## src/rtl/hll_ram.sv

```systemverilog
// hll_ram: generic simple dual-port ram, one write and one registered read
// port, read-first on a same-address collision. No dependencies.
module hll_ram #(
  parameter int WIDTH = 8,
  parameter int DEPTH = 256
) (
  input  logic                     clk_i,
  input  logic                     we_i,
  input  logic [$clog2(DEPTH)-1:0] waddr_i,
  input  logic [WIDTH-1:0]         wdata_i,
  input  logic                     re_i,
  input  logic [$clog2(DEPTH)-1:0] raddr_i,
  output logic [WIDTH-1:0]         rdata_o
);

  logic [WIDTH-1:0] mem_q [DEPTH];
  logic [WIDTH-1:0] rdata_q;

  always_ff @(posedge clk_i) begin
    if (we_i) begin
      mem_q[waddr_i] <= wdata_i;
    end
    if (re_i) begin
      rdata_q <= mem_q[raddr_i];
    end
  end

  assign rdata_o = rdata_q;

endmodule

```

## config.mk

```make
export PLATFORM = sky130hd
export DESIGN_NAME = hll_ram
export DESIGN_NICKNAME = d
export VERILOG_FILES = /design/src/rtl/hll_ram.sv
export SDC_FILE = /design/constraint.sdc
export NUM_CORES = 2
export LEC_CHECK = 0
export BUFFER_PORTS_ARGS = -buffer_cell sky130_fd_sc_hd__buf_4
export CAP_MARGIN = 10
export CORE_UTILIZATION = 50
export CTS_CLUSTER_SIZE = 30
export DETAILED_ROUTE_END_ITERATION = 8
export PLACE_DENSITY = 0.64
export REMOVE_ABC_BUFFERS = 1
export SLEW_MARGIN = 20
export SYNTH_ARGS = -nofsm -noshare
export SYNTH_HDL_FRONTEND = slang
export SYNTH_SLANG_ARGS = --single-unit
```

## constraint.sdc

```tcl
create_clock -name clk_i -period 4.4 [get_ports clk_i]
set_input_delay 0.44 -clock clk_i [delete_from_list [all_inputs] [get_ports clk_i]]
set_output_delay 0.44 -clock clk_i [all_outputs]
set_load 0.01 [all_outputs]
```

==> metrics <==
Tightest Pin Transition 1230 ps; final setup violating endpoints 0; core area 0.158 mm2; initial core utilization 50.3%; cell with the largest stage delay on the worst path sky130_fd_sc_hd__nor4_1; leakage power summed over all cells 27.5 nW; flops & latches, synth 2,056; final routed wirelength across all metal layers 195 mm; number of nets with antenna violations after routing 0; Bufs and invs on worst path 2; complex-gate fraction of the synthesized area 3.42%; setup repair after global routing missed its margin false; nature of the critical path startpoint primary input; Die X-Extent 401 um; die boundary height 401 um; I/O pin count 35; post-detailed-placement cell area 0.0827 mm2; overall overflow remaining after global route 0; Synth Cell Area 0.0796 mm2; fin crit period 3160 ps; dominant cell type by count on the critical path sky130_fd_sc_hd__nor4_1; Hold WS 76.6 ps; TritonCTS clock tree built; wire per inst 31.8 um; post-placement worst setup slack 274 ps; clock transition time at the flip-flop clock pins of the worst setup and hold paths 60 ps; register area share after synthesis 77.5%; Gate Count Post-Synth 3,733; endpoint class of the critical path flop; share of synthesized flip-flops with an asynchronous set or reset 0%; Max FO, Critical Path 65; drt via density 6.34; Finished Cell Area 0.0890 mm2; required time of the critical path 4930 ps; maximum clock path buffer count 3; largest family of logic cells by synthesized area multiplexers; Max transition margin 17.4%; maximum resistive drop on vdd 0.379 mV; max-capacitance violation count 0; cell family with most CP delay simple AND/OR/NAND/NOR gates; total chip power 40.2 mW; number of core rows 146; GRT Total Usage 24.4%; setup TNS 0 ps; die outline area 0.161 mm2; Hold Crit Depth 1; Sinks on Clock Net 2,056; master cell of the clock root buffer sky130_fd_sc_hd__clkbuf_16; fraction of the core area covered by cells at the end of the flow 56.3%; share of the synthesized netlist area taken by xor and xnor gates 0%; number of flops mapped to enable cells by yosys 2,056; via count of the first global-routing pass 38,900; top achievable clock speed 0.317 GHz; fraction of the mapped netlist area in simple logic gates 2.63%; fin nets 3,930; number of remaining DRC errors 0; via count of the routed design 38,900; count of synthesis-stage warnings from yosys 0; Routability Congestion 0.854; post-synthesis cell type count 54; multiplexer share of the synthesized area 14.6%; outcome completed; antenna violations before repair 8; first-pass GRT wire length 282 mm; cell count after placement 5,773; Worst Setup SP raddr_i[1]; Worst R2R Setup Slack 1270 ps; crit path to rdata_o[4]; Synth Area per Inst 21.3 um2; input/output buffers 34; start-to-end type of the worst setup path primary input to flop; 1st-iter DRT viols 4,732; number of gates on the worst path with buffers counted 8; worst flop-to-flop path startpoint mem_q[82][5]; endpoint of the worst register-to-register path rdata_o[5]; maximum number of pins on one net before global-route repair 173; Final Max Tran Viols 0; Hold/Removal Path Class primary input to flop; Final Hold Violating Endpoints 0; first-pass detailed-route iteration total 5; source-to-sink clock delay at the later pin of the worst-skew pair 830 ps; layout overhead on the synthesized area 11.8%; Num CTS Buffers 198; post-layout instance count excluding filler cells 6,140; total power density per cell area 452 mW/mm2; worst path arrival time 3680 ps; Critical Path, Cell by Cell buf_8, buf_12, nand3b_1, o22ai_1, o21ai_0, nand3_1, nor4_1, nor4_1; detailed placement HPWL 120 mm; delay of the slowest critical-path stage 1110 ps; leading register cell type out of synthesis sky130_fd_sc_hd__edfxtp_1; post-synthesis share of cell area spent on full adders, half adders and majority gates 0%; Setup WS post-layout 1240 ps; Worst Reg2Reg Path Length in Cells 7; layout cells sized above 1 23.5%; setup skew after layout 27.6 ps; fin crit share 71.7%; H-Tree Depth 4
-- cell usage after synthesis (31+ instances only) --
master	n	area share, %
sky130_fd_sc_hd__clkbuf_1	111	0.52
sky130_fd_sc_hd__buf_2	31	0.19
sky130_fd_sc_hd__mux2i_1	134	1.7
sky130_fd_sc_hd__nand3_1	34	0.21
sky130_fd_sc_hd__mux4_2	454	13
sky130_fd_sc_hd__nor2b_1	31	0.24
sky130_fd_sc_hd__edfxtp_1	2056	78
sky130_fd_sc_hd__o221ai_1	46	0.51
sky130_fd_sc_hd__nand2_1	33	0.16
sky130_fd_sc_hd__a21oi_1	96	0.60
sky130_fd_sc_hd__a22oi_1	133	1.3
sky130_fd_sc_hd__nor2_1	282	1.3
-- cell families (layout without fill, tap and decap cells) --
group,count (synthesis),count (layout)
flip-flops,2056,2056
multiplexers,591,591
AND/OR/NAND/NOR,466,466
AO/OA/AOI/OAI,385,385
buffers and inverters,235,568
other,0,2
-- registers in the layout, summed over array words and instances, names as in the netlist --
signal   cells
mem_q     2048
rdata_o      8
-- report_power, final --
part           switching [mW]  internal (mW)  total, mW
clock network            7.19           9.43       16.6
logic                    1.29          0.689       1.97
registers              0.0254           21.6       21.6
-- worst min path at each step --
stage / startpoint / endpoint / slack (ps)
finish: wdata_i[7] / mem_q[175][7] / 80
global route: wdata_i[7] / mem_q[175][7] / 90
CTS: wdata_i[7] / mem_q[215][7] / 40
detailed placement: re_i / rdata_o[5] / 800
global placement: re_i / rdata_o[5] / 810
floorplan: wdata_i[0] / mem_q[0][0] / 540
-- per-layer routing --
metal	share of wire, %	vias to the layer above	routed length (um)	track usage [%]
li1	-	16100	-	-
met1	41	20800	79400	35.4
met2	48	1814	94300	38.3
met3	8.5	279	16600	4.44
met4	2.5	4	4970	7.06
met5	0.014	-	27	0
-- cell usage in the layout, fill, tap and decap left out, drive strengths merged, types with 6 or more instances in the layout --
cell type | synthesis | layout
edfxtp | 2056 | 2056
mux4 | 456 | 456
nor2 | 282 | 282
clkbuf | 111 | 243
buf | 122 | 201
mux2i | 134 | 134
a22oi | 133 | 133
a21oi | 96 | 96
clkinv | 1 | 86
o221ai | 47 | 47
nand3 | 34 | 34
nand2 | 33 | 33
nor2b | 31 | 31
o22ai | 28 | 28
nor4 | 27 | 27
nor3 | 22 | 22
bufinv | 0 | 19
a211oi | 16 | 16
a221oi | 14 | 14
o21ai | 12 | 12
nand4 | 10 | 10
o211ai | 10 | 10
inv | 1 | 9
nand2b | 8 | 8
a22o | 8 | 8
clkinvlp | 0 | 8
and2 | 6 | 6
-- cell type report --
cell class / count / area, um2
antenna: 2 / 5.00
clock buffer: 243 / 5140
clock inverter: 120 / 1150
fill: 11700 / 69200
inverter: 2 / 7.51
multi-input combinational: 1442 / 16500
sequential: 2056 / 61700
tap: 2072 / 2590
timing repair buffer: 203 / 1870
-- what timing repair did --
action                                 CTS  global route
endpoints found under the hold margin   56             0
hold buffers                             2             0
setup endpoints to repair                0             0
setup buffers                            0             0
gates resized for setup                  0             0
Note: power is estimated with default switching activity, not from simulation.
