**config.mk**
```make
export PLATFORM = sky130hd
export DESIGN_NAME = hll_div
export DESIGN_NICKNAME = d
export VERILOG_FILES = /design/src/rtl/hll_pkg.sv /design/src/rtl/hll_div.sv
export SDC_FILE = /design/constraint.sdc
export NUM_CORES = 1
export LEC_CHECK = 0
export BUFFER_PORTS_ARGS = -buffer_cell sky130_fd_sc_hd__buf_2
export CAP_MARGIN = 20
export CORE_UTILIZATION = 45
export CTS_BUF_LIST = sky130_fd_sc_hd__clkbuf_4
export DETAILED_ROUTE_END_ITERATION = 6
export PLACE_DENSITY = 0.66
export SLEW_MARGIN = 5
export SYNTH_ARGS = -nofsm -noshare
export SYNTH_HDL_FRONTEND = slang
export SYNTH_SLANG_ARGS = --single-unit
```
**constraint.sdc**
```tcl
create_clock -name clk_i -period 3.63 [get_ports clk_i]
set_input_delay 0.5445 -clock clk_i [delete_from_list [all_inputs] [get_ports clk_i]]
set_output_delay 0.5445 -clock clk_i [all_outputs]
set_load 0.03 [all_outputs]
```
**src/rtl/hll_pkg.sv**
```systemverilog
// hll_pkg: shared constants, payload structs and register codes for the
// hyperloglog sketch core. No dependencies.
package hll_pkg;

  localparam int MAX_INDEX_BITS = 12;
  localparam int DEPTH          = 1 << MAX_INDEX_BITS;
  localparam int IDX_W          = MAX_INDEX_BITS;
  localparam int RANK_W         = 5;
  localparam int PREC_W         = 4;
  localparam int ALPHA_W        = 16;
  localparam int HASH_W         = 32;
  localparam int EST_W          = 56;
  localparam int ZERO_W         = 13;
  localparam int SUM_W          = 33 + IDX_W;
  localparam int NUM_W          = 64;
  localparam int CNT_W          = IDX_W + 1;
  localparam int PREC_MIN       = 4;

  localparam int CFG_IDX_W  = 2;
  localparam int CFG_DATA_W = 16;
  localparam logic [CFG_IDX_W-1:0] CFG_PRECISION = 2'd0;
  localparam logic [CFG_IDX_W-1:0] CFG_ALPHA     = 2'd1;

  localparam logic KIND_ADD      = 1'b0;
  localparam logic KIND_ESTIMATE = 1'b1;

  typedef struct packed {
    logic              kind;
    logic [HASH_W-1:0] hash_value;
  } hll_in_t;

  typedef struct packed {
    logic [EST_W-1:0]  raw_estimate;
    logic [ZERO_W-1:0] zero_registers;
  } hll_out_t;

  typedef struct packed {
    logic             start;
    logic [NUM_W-1:0] num;
    logic [SUM_W-1:0] den;
  } hll_div_req_t;

endpackage

```
**src/rtl/hll_div.sv**
```systemverilog
// hll_div: restoring long divider, one quotient bit per cycle, with the
// quotient saturated to the estimate width. Depends on hll_pkg.
module hll_div
  import hll_pkg::*;
(
  input  logic             clk_i,
  input  logic             rst_ni,
  input  hll_div_req_t     req_i,
  output logic             done_o,
  output logic [EST_W-1:0] quot_o
);

  localparam int STEP_W = $clog2(NUM_W + 1);

  logic [NUM_W-1:0]  num_q, num_d;
  logic [NUM_W-1:0]  quo_q, quo_d;
  logic [SUM_W-1:0]  rem_q, rem_d;
  logic [STEP_W-1:0] cnt_q, cnt_d;
  logic              done_q, done_d;
  logic [SUM_W:0]    rem_sh;
  logic [SUM_W:0]    diff;
  logic              ge;

  assign rem_sh = {rem_q, num_q[NUM_W-1]};
  assign diff   = rem_sh - {1'b0, req_i.den};
  assign ge     = rem_sh >= {1'b0, req_i.den};

  always_comb begin
    num_d  = num_q;
    quo_d  = quo_q;
    rem_d  = rem_q;
    cnt_d  = cnt_q;
    done_d = 1'b0;
    if (req_i.start) begin
      num_d = req_i.num;
      quo_d = '0;
      rem_d = '0;
      cnt_d = STEP_W'(NUM_W);
    end else if (cnt_q != '0) begin
      num_d = {num_q[NUM_W-2:0], 1'b0};
      quo_d = {quo_q[NUM_W-2:0], ge};
      rem_d = ge ? diff[SUM_W-1:0] : rem_sh[SUM_W-1:0];
      cnt_d = cnt_q - 1'b1;
      done_d = (cnt_q == STEP_W'(1));
    end
  end

  // divisor is held stable by the caller for the whole run
  always_ff @(posedge clk_i or negedge rst_ni) begin
    if (!rst_ni) begin
      cnt_q  <= '0;
      done_q <= 1'b0;
    end else begin
      cnt_q  <= cnt_d;
      done_q <= done_d;
    end
  end

  always_ff @(posedge clk_i) begin
    num_q <= num_d;
    quo_q <= quo_d;
    rem_q <= rem_d;
  end

  assign done_o = done_q;
  assign quot_o = (quo_q[NUM_W-1:EST_W] != '0) ? {EST_W{1'b1}} : quo_q[EST_W-1:0];

endmodule

```
==> reports/results.ini <==
[logic_synthesis]
synth_area_um2=10400
synth-main-ff-cell=dfxtp_1
synth-compound-area-share_pct=16.7
synthSimpleGateAreaFrac_pct=20.1
syn_area_per_cell_um2=8.67
yosysUniqueCellTypes=63
async_flop_share_pct=4.42
synth-warning-count=0
synth_top_family_by_area=simple AND/OR/NAND/NOR gates
synth_cells=1194
syn-num-nets=1354
synth_edf_count=64
ys_seq_area_share_pct=41.6
synth_xor_area_share_pct=3.30
synth.area.mux_share_pct=7.33
synthAdderAreaFrac_pct=5.87
ys_ff_latch=181

[status]
outcome=finished clean

[worst_setup_path]
crit_start=num_q[63]
critPathKind=reg -> reg
required_ns=4.11
cp-end-kind=flop
crit_fanout=4
crit_top_cell=inv_1
critPathSlowestCell=or4b_1
path_cells=inv_1, ha_1, inv_1, fa_1, a21o_1, a221oi_2, o21ai_1, a21oi_1, nand2_1, a221oi_1, or4b_1, a311oi_1
rr_startpoint=num_q[63]
critPathMaxStageDelay_ns=0.46
worstPathArrival_ns=3.83
start_kind=flop

[timing]
hold_violations=0
setup-violations-final=0
fin_ws_ns=0.284
worstMarginPinSlew_ns=1.00
fin_crit_ns=3.35
fin_crit_sh_pct=92.2
finalMaxSlewViolations=0
fmax_mhz=299
finClkSkew_ns=0.0253
rsz0062_at_grt=no
finalSetupTns_ns=0
relSlewSlack_pct=33.2

[min_path]
hold_start=req_i[77]
hold_path.class=in -> reg

[grt]
antenna_found_initial=4
grt_remaining_overflow=0
grt_pass1_vias=8237
grtUsageTotal_pct=20.5
grt_max_degree=187
grt_pass1_wl_um=39700

[clock_tree]
clockBufferDepth=2
insertion_delay_ns=0.57
htree_levels=4
cts_hold_buf=1
cts_tree=done
cts_buffers=17
clk_pin_slew_ns=0.18
cts_setup_buffers=0
root_buffer=clkbuf_4
cts.sinks=181
post_cts_resized=0

[placed_design]
portBuffers=168
gp_congestion=0.878
dp_hpwl_um=16700
post-place-ws_ns=0.133

[die]
die_w_um=154
initial_core_util_pct=45.9
core_um2=22600
boundaryPins=169
die_h_um=154
die-area_um2=23600
placementRows=55

[detailed_routing]
via_per_inst=5.32
vias=8685
drt_iter0_drc=469
drc=0
routed_wl_um=23800
firstDrtPassIters=5
wl_per_cell_um=14.6
ant_nets=0

[final_layout]
layout.cells.most_common_list=nand2_1 (217), buf_2 (167), a21oi_1 (128), dfxtp_1 (109), nor2_1 (80)
mostFrequentLayoutCell=nand2_1
area_growth_pct=14.0
final_nets=1495
drive_gt1_share_pct=26.6

[power_and_ir_drop]
irDropWorstVdd_v=0.000326
powerDensity_nw_per_um2=611
leakagePower_nw=5.29

[job]
maxCapViolations=0

-- cell families after synthesis --
group,Yosys count
muxes,68
xor gates and xnor gates,39
buffers and inverters,132
AOI/OAI and AO/OA,275
DFF,181
adders and majority gates,48
and+or+nand+nor,451
-- layout make-up --
class                      count  area [µm²]
inverter                      60         225
multi-input combinational    881        5540
antenna                        1        2.50
clock inverter                15         171
fill                        2173       10800
timing repair buffer         194        1080
sequential                   181        4300
tap                          285         357
clock buffer                  17         128
-- power breakdown --
group          switching [mW]  total [mW]  internal (mW)
Sequential              0.257        2.78           2.53
Clock                   0.837        1.16          0.326
Combinational            1.90        3.27           1.37
-- synth_stat cells, drive strengths merged, types with 3 or more instances --
cell type | n | area (µm²)
nor4 | 5 | 31.3
dfrtp | 8 | 200
xor2 | 15 | 131
or2 | 60 | 375
nand2 | 218 | 818
mux2i | 5 | 50.1
clkbuf | 52 | 195
o21bai | 4 | 30.0
nor3b | 3 | 22.5
a31oi | 7 | 43.8
nand2b | 12 | 75.1
buf | 20 | 109
or3 | 3 | 18.8
dfxtp | 109 | 2180
nand3 | 15 | 80.1
nor3 | 10 | 50.1
nor2 | 81 | 304
a21o | 12 | 90.1
and3 | 11 | 73.8
o31ai | 4 | 30.0
nand4 | 9 | 56.3
a211oi | 18 | 135
and2 | 4 | 27.5
a311oi | 25 | 219
a2111oi | 4 | 35.0
edfxtp | 64 | 1920
o311ai | 3 | 26.3
mux2 | 63 | 709
o21ai | 39 | 195
ha | 47 | 588
a221oi | 7 | 67.6
and4 | 4 | 35.0
nor2b | 6 | 37.5
xnor2 | 24 | 210
nand3b | 9 | 67.6
o21a | 6 | 45.0
a21oi | 129 | 649
inv | 60 | 225
-- metal layers --
layer	up-vias	part of all wire [%]	track usage, %
met2	197	44	32.3
met5	-	0.084	0
met1	3998	49	28.0
li1	4461	-	-
met4	4	1.2	5.43
met3	25	5.6	5.10
-- flip-flops by register name (all words and copies together), names as in the netlist --
name,cells
done_o,1
rem_q,45
cnt_q,7
quo_q,64
num_q,64
-- stage by stage --
step                      instance area (µm²)  util, %  hold WS (ns)  cells  power [mW]
final                                   11800     52.3         0.255   1634        7.21
after global routing                    11800     52.3         0.191   1634        7.77
after CTS                               11800     52.3         0.196   1633        7.26
after detailed placement                11500     50.9         0.400   1600        6.07
after global placement                  11500     50.9         0.400   1600        6.05
after floorplan                         10400        -         0.249   1194        5.24
-- critical path, delay by kind of cell, from the launching register on --
kind                       cells  cell delay, ns
buffers and inverters          2            0.13
adders and majority gates      2            0.55
and+or+nand+nor                2            0.60
AOI/OAI and AO/OA              6            1.53
DFF                            1            0.45
-- worst paths after layout --
kind / to / depth (start not counted) / slack [ns]
min: num_q[32] / 2 / 0.26
min reg2reg: quo_q[63] / 2 / 0.47
max reg2reg: rem_q[18] / 12 / 0.28
max in group asynchronous: cnt_q[2] / 2 / 3.14
max: rem_q[18] / 12 / 0.28
min in group asynchronous: cnt_q[6] / 2 / 0.31
(Power assumes the default switching activity.)
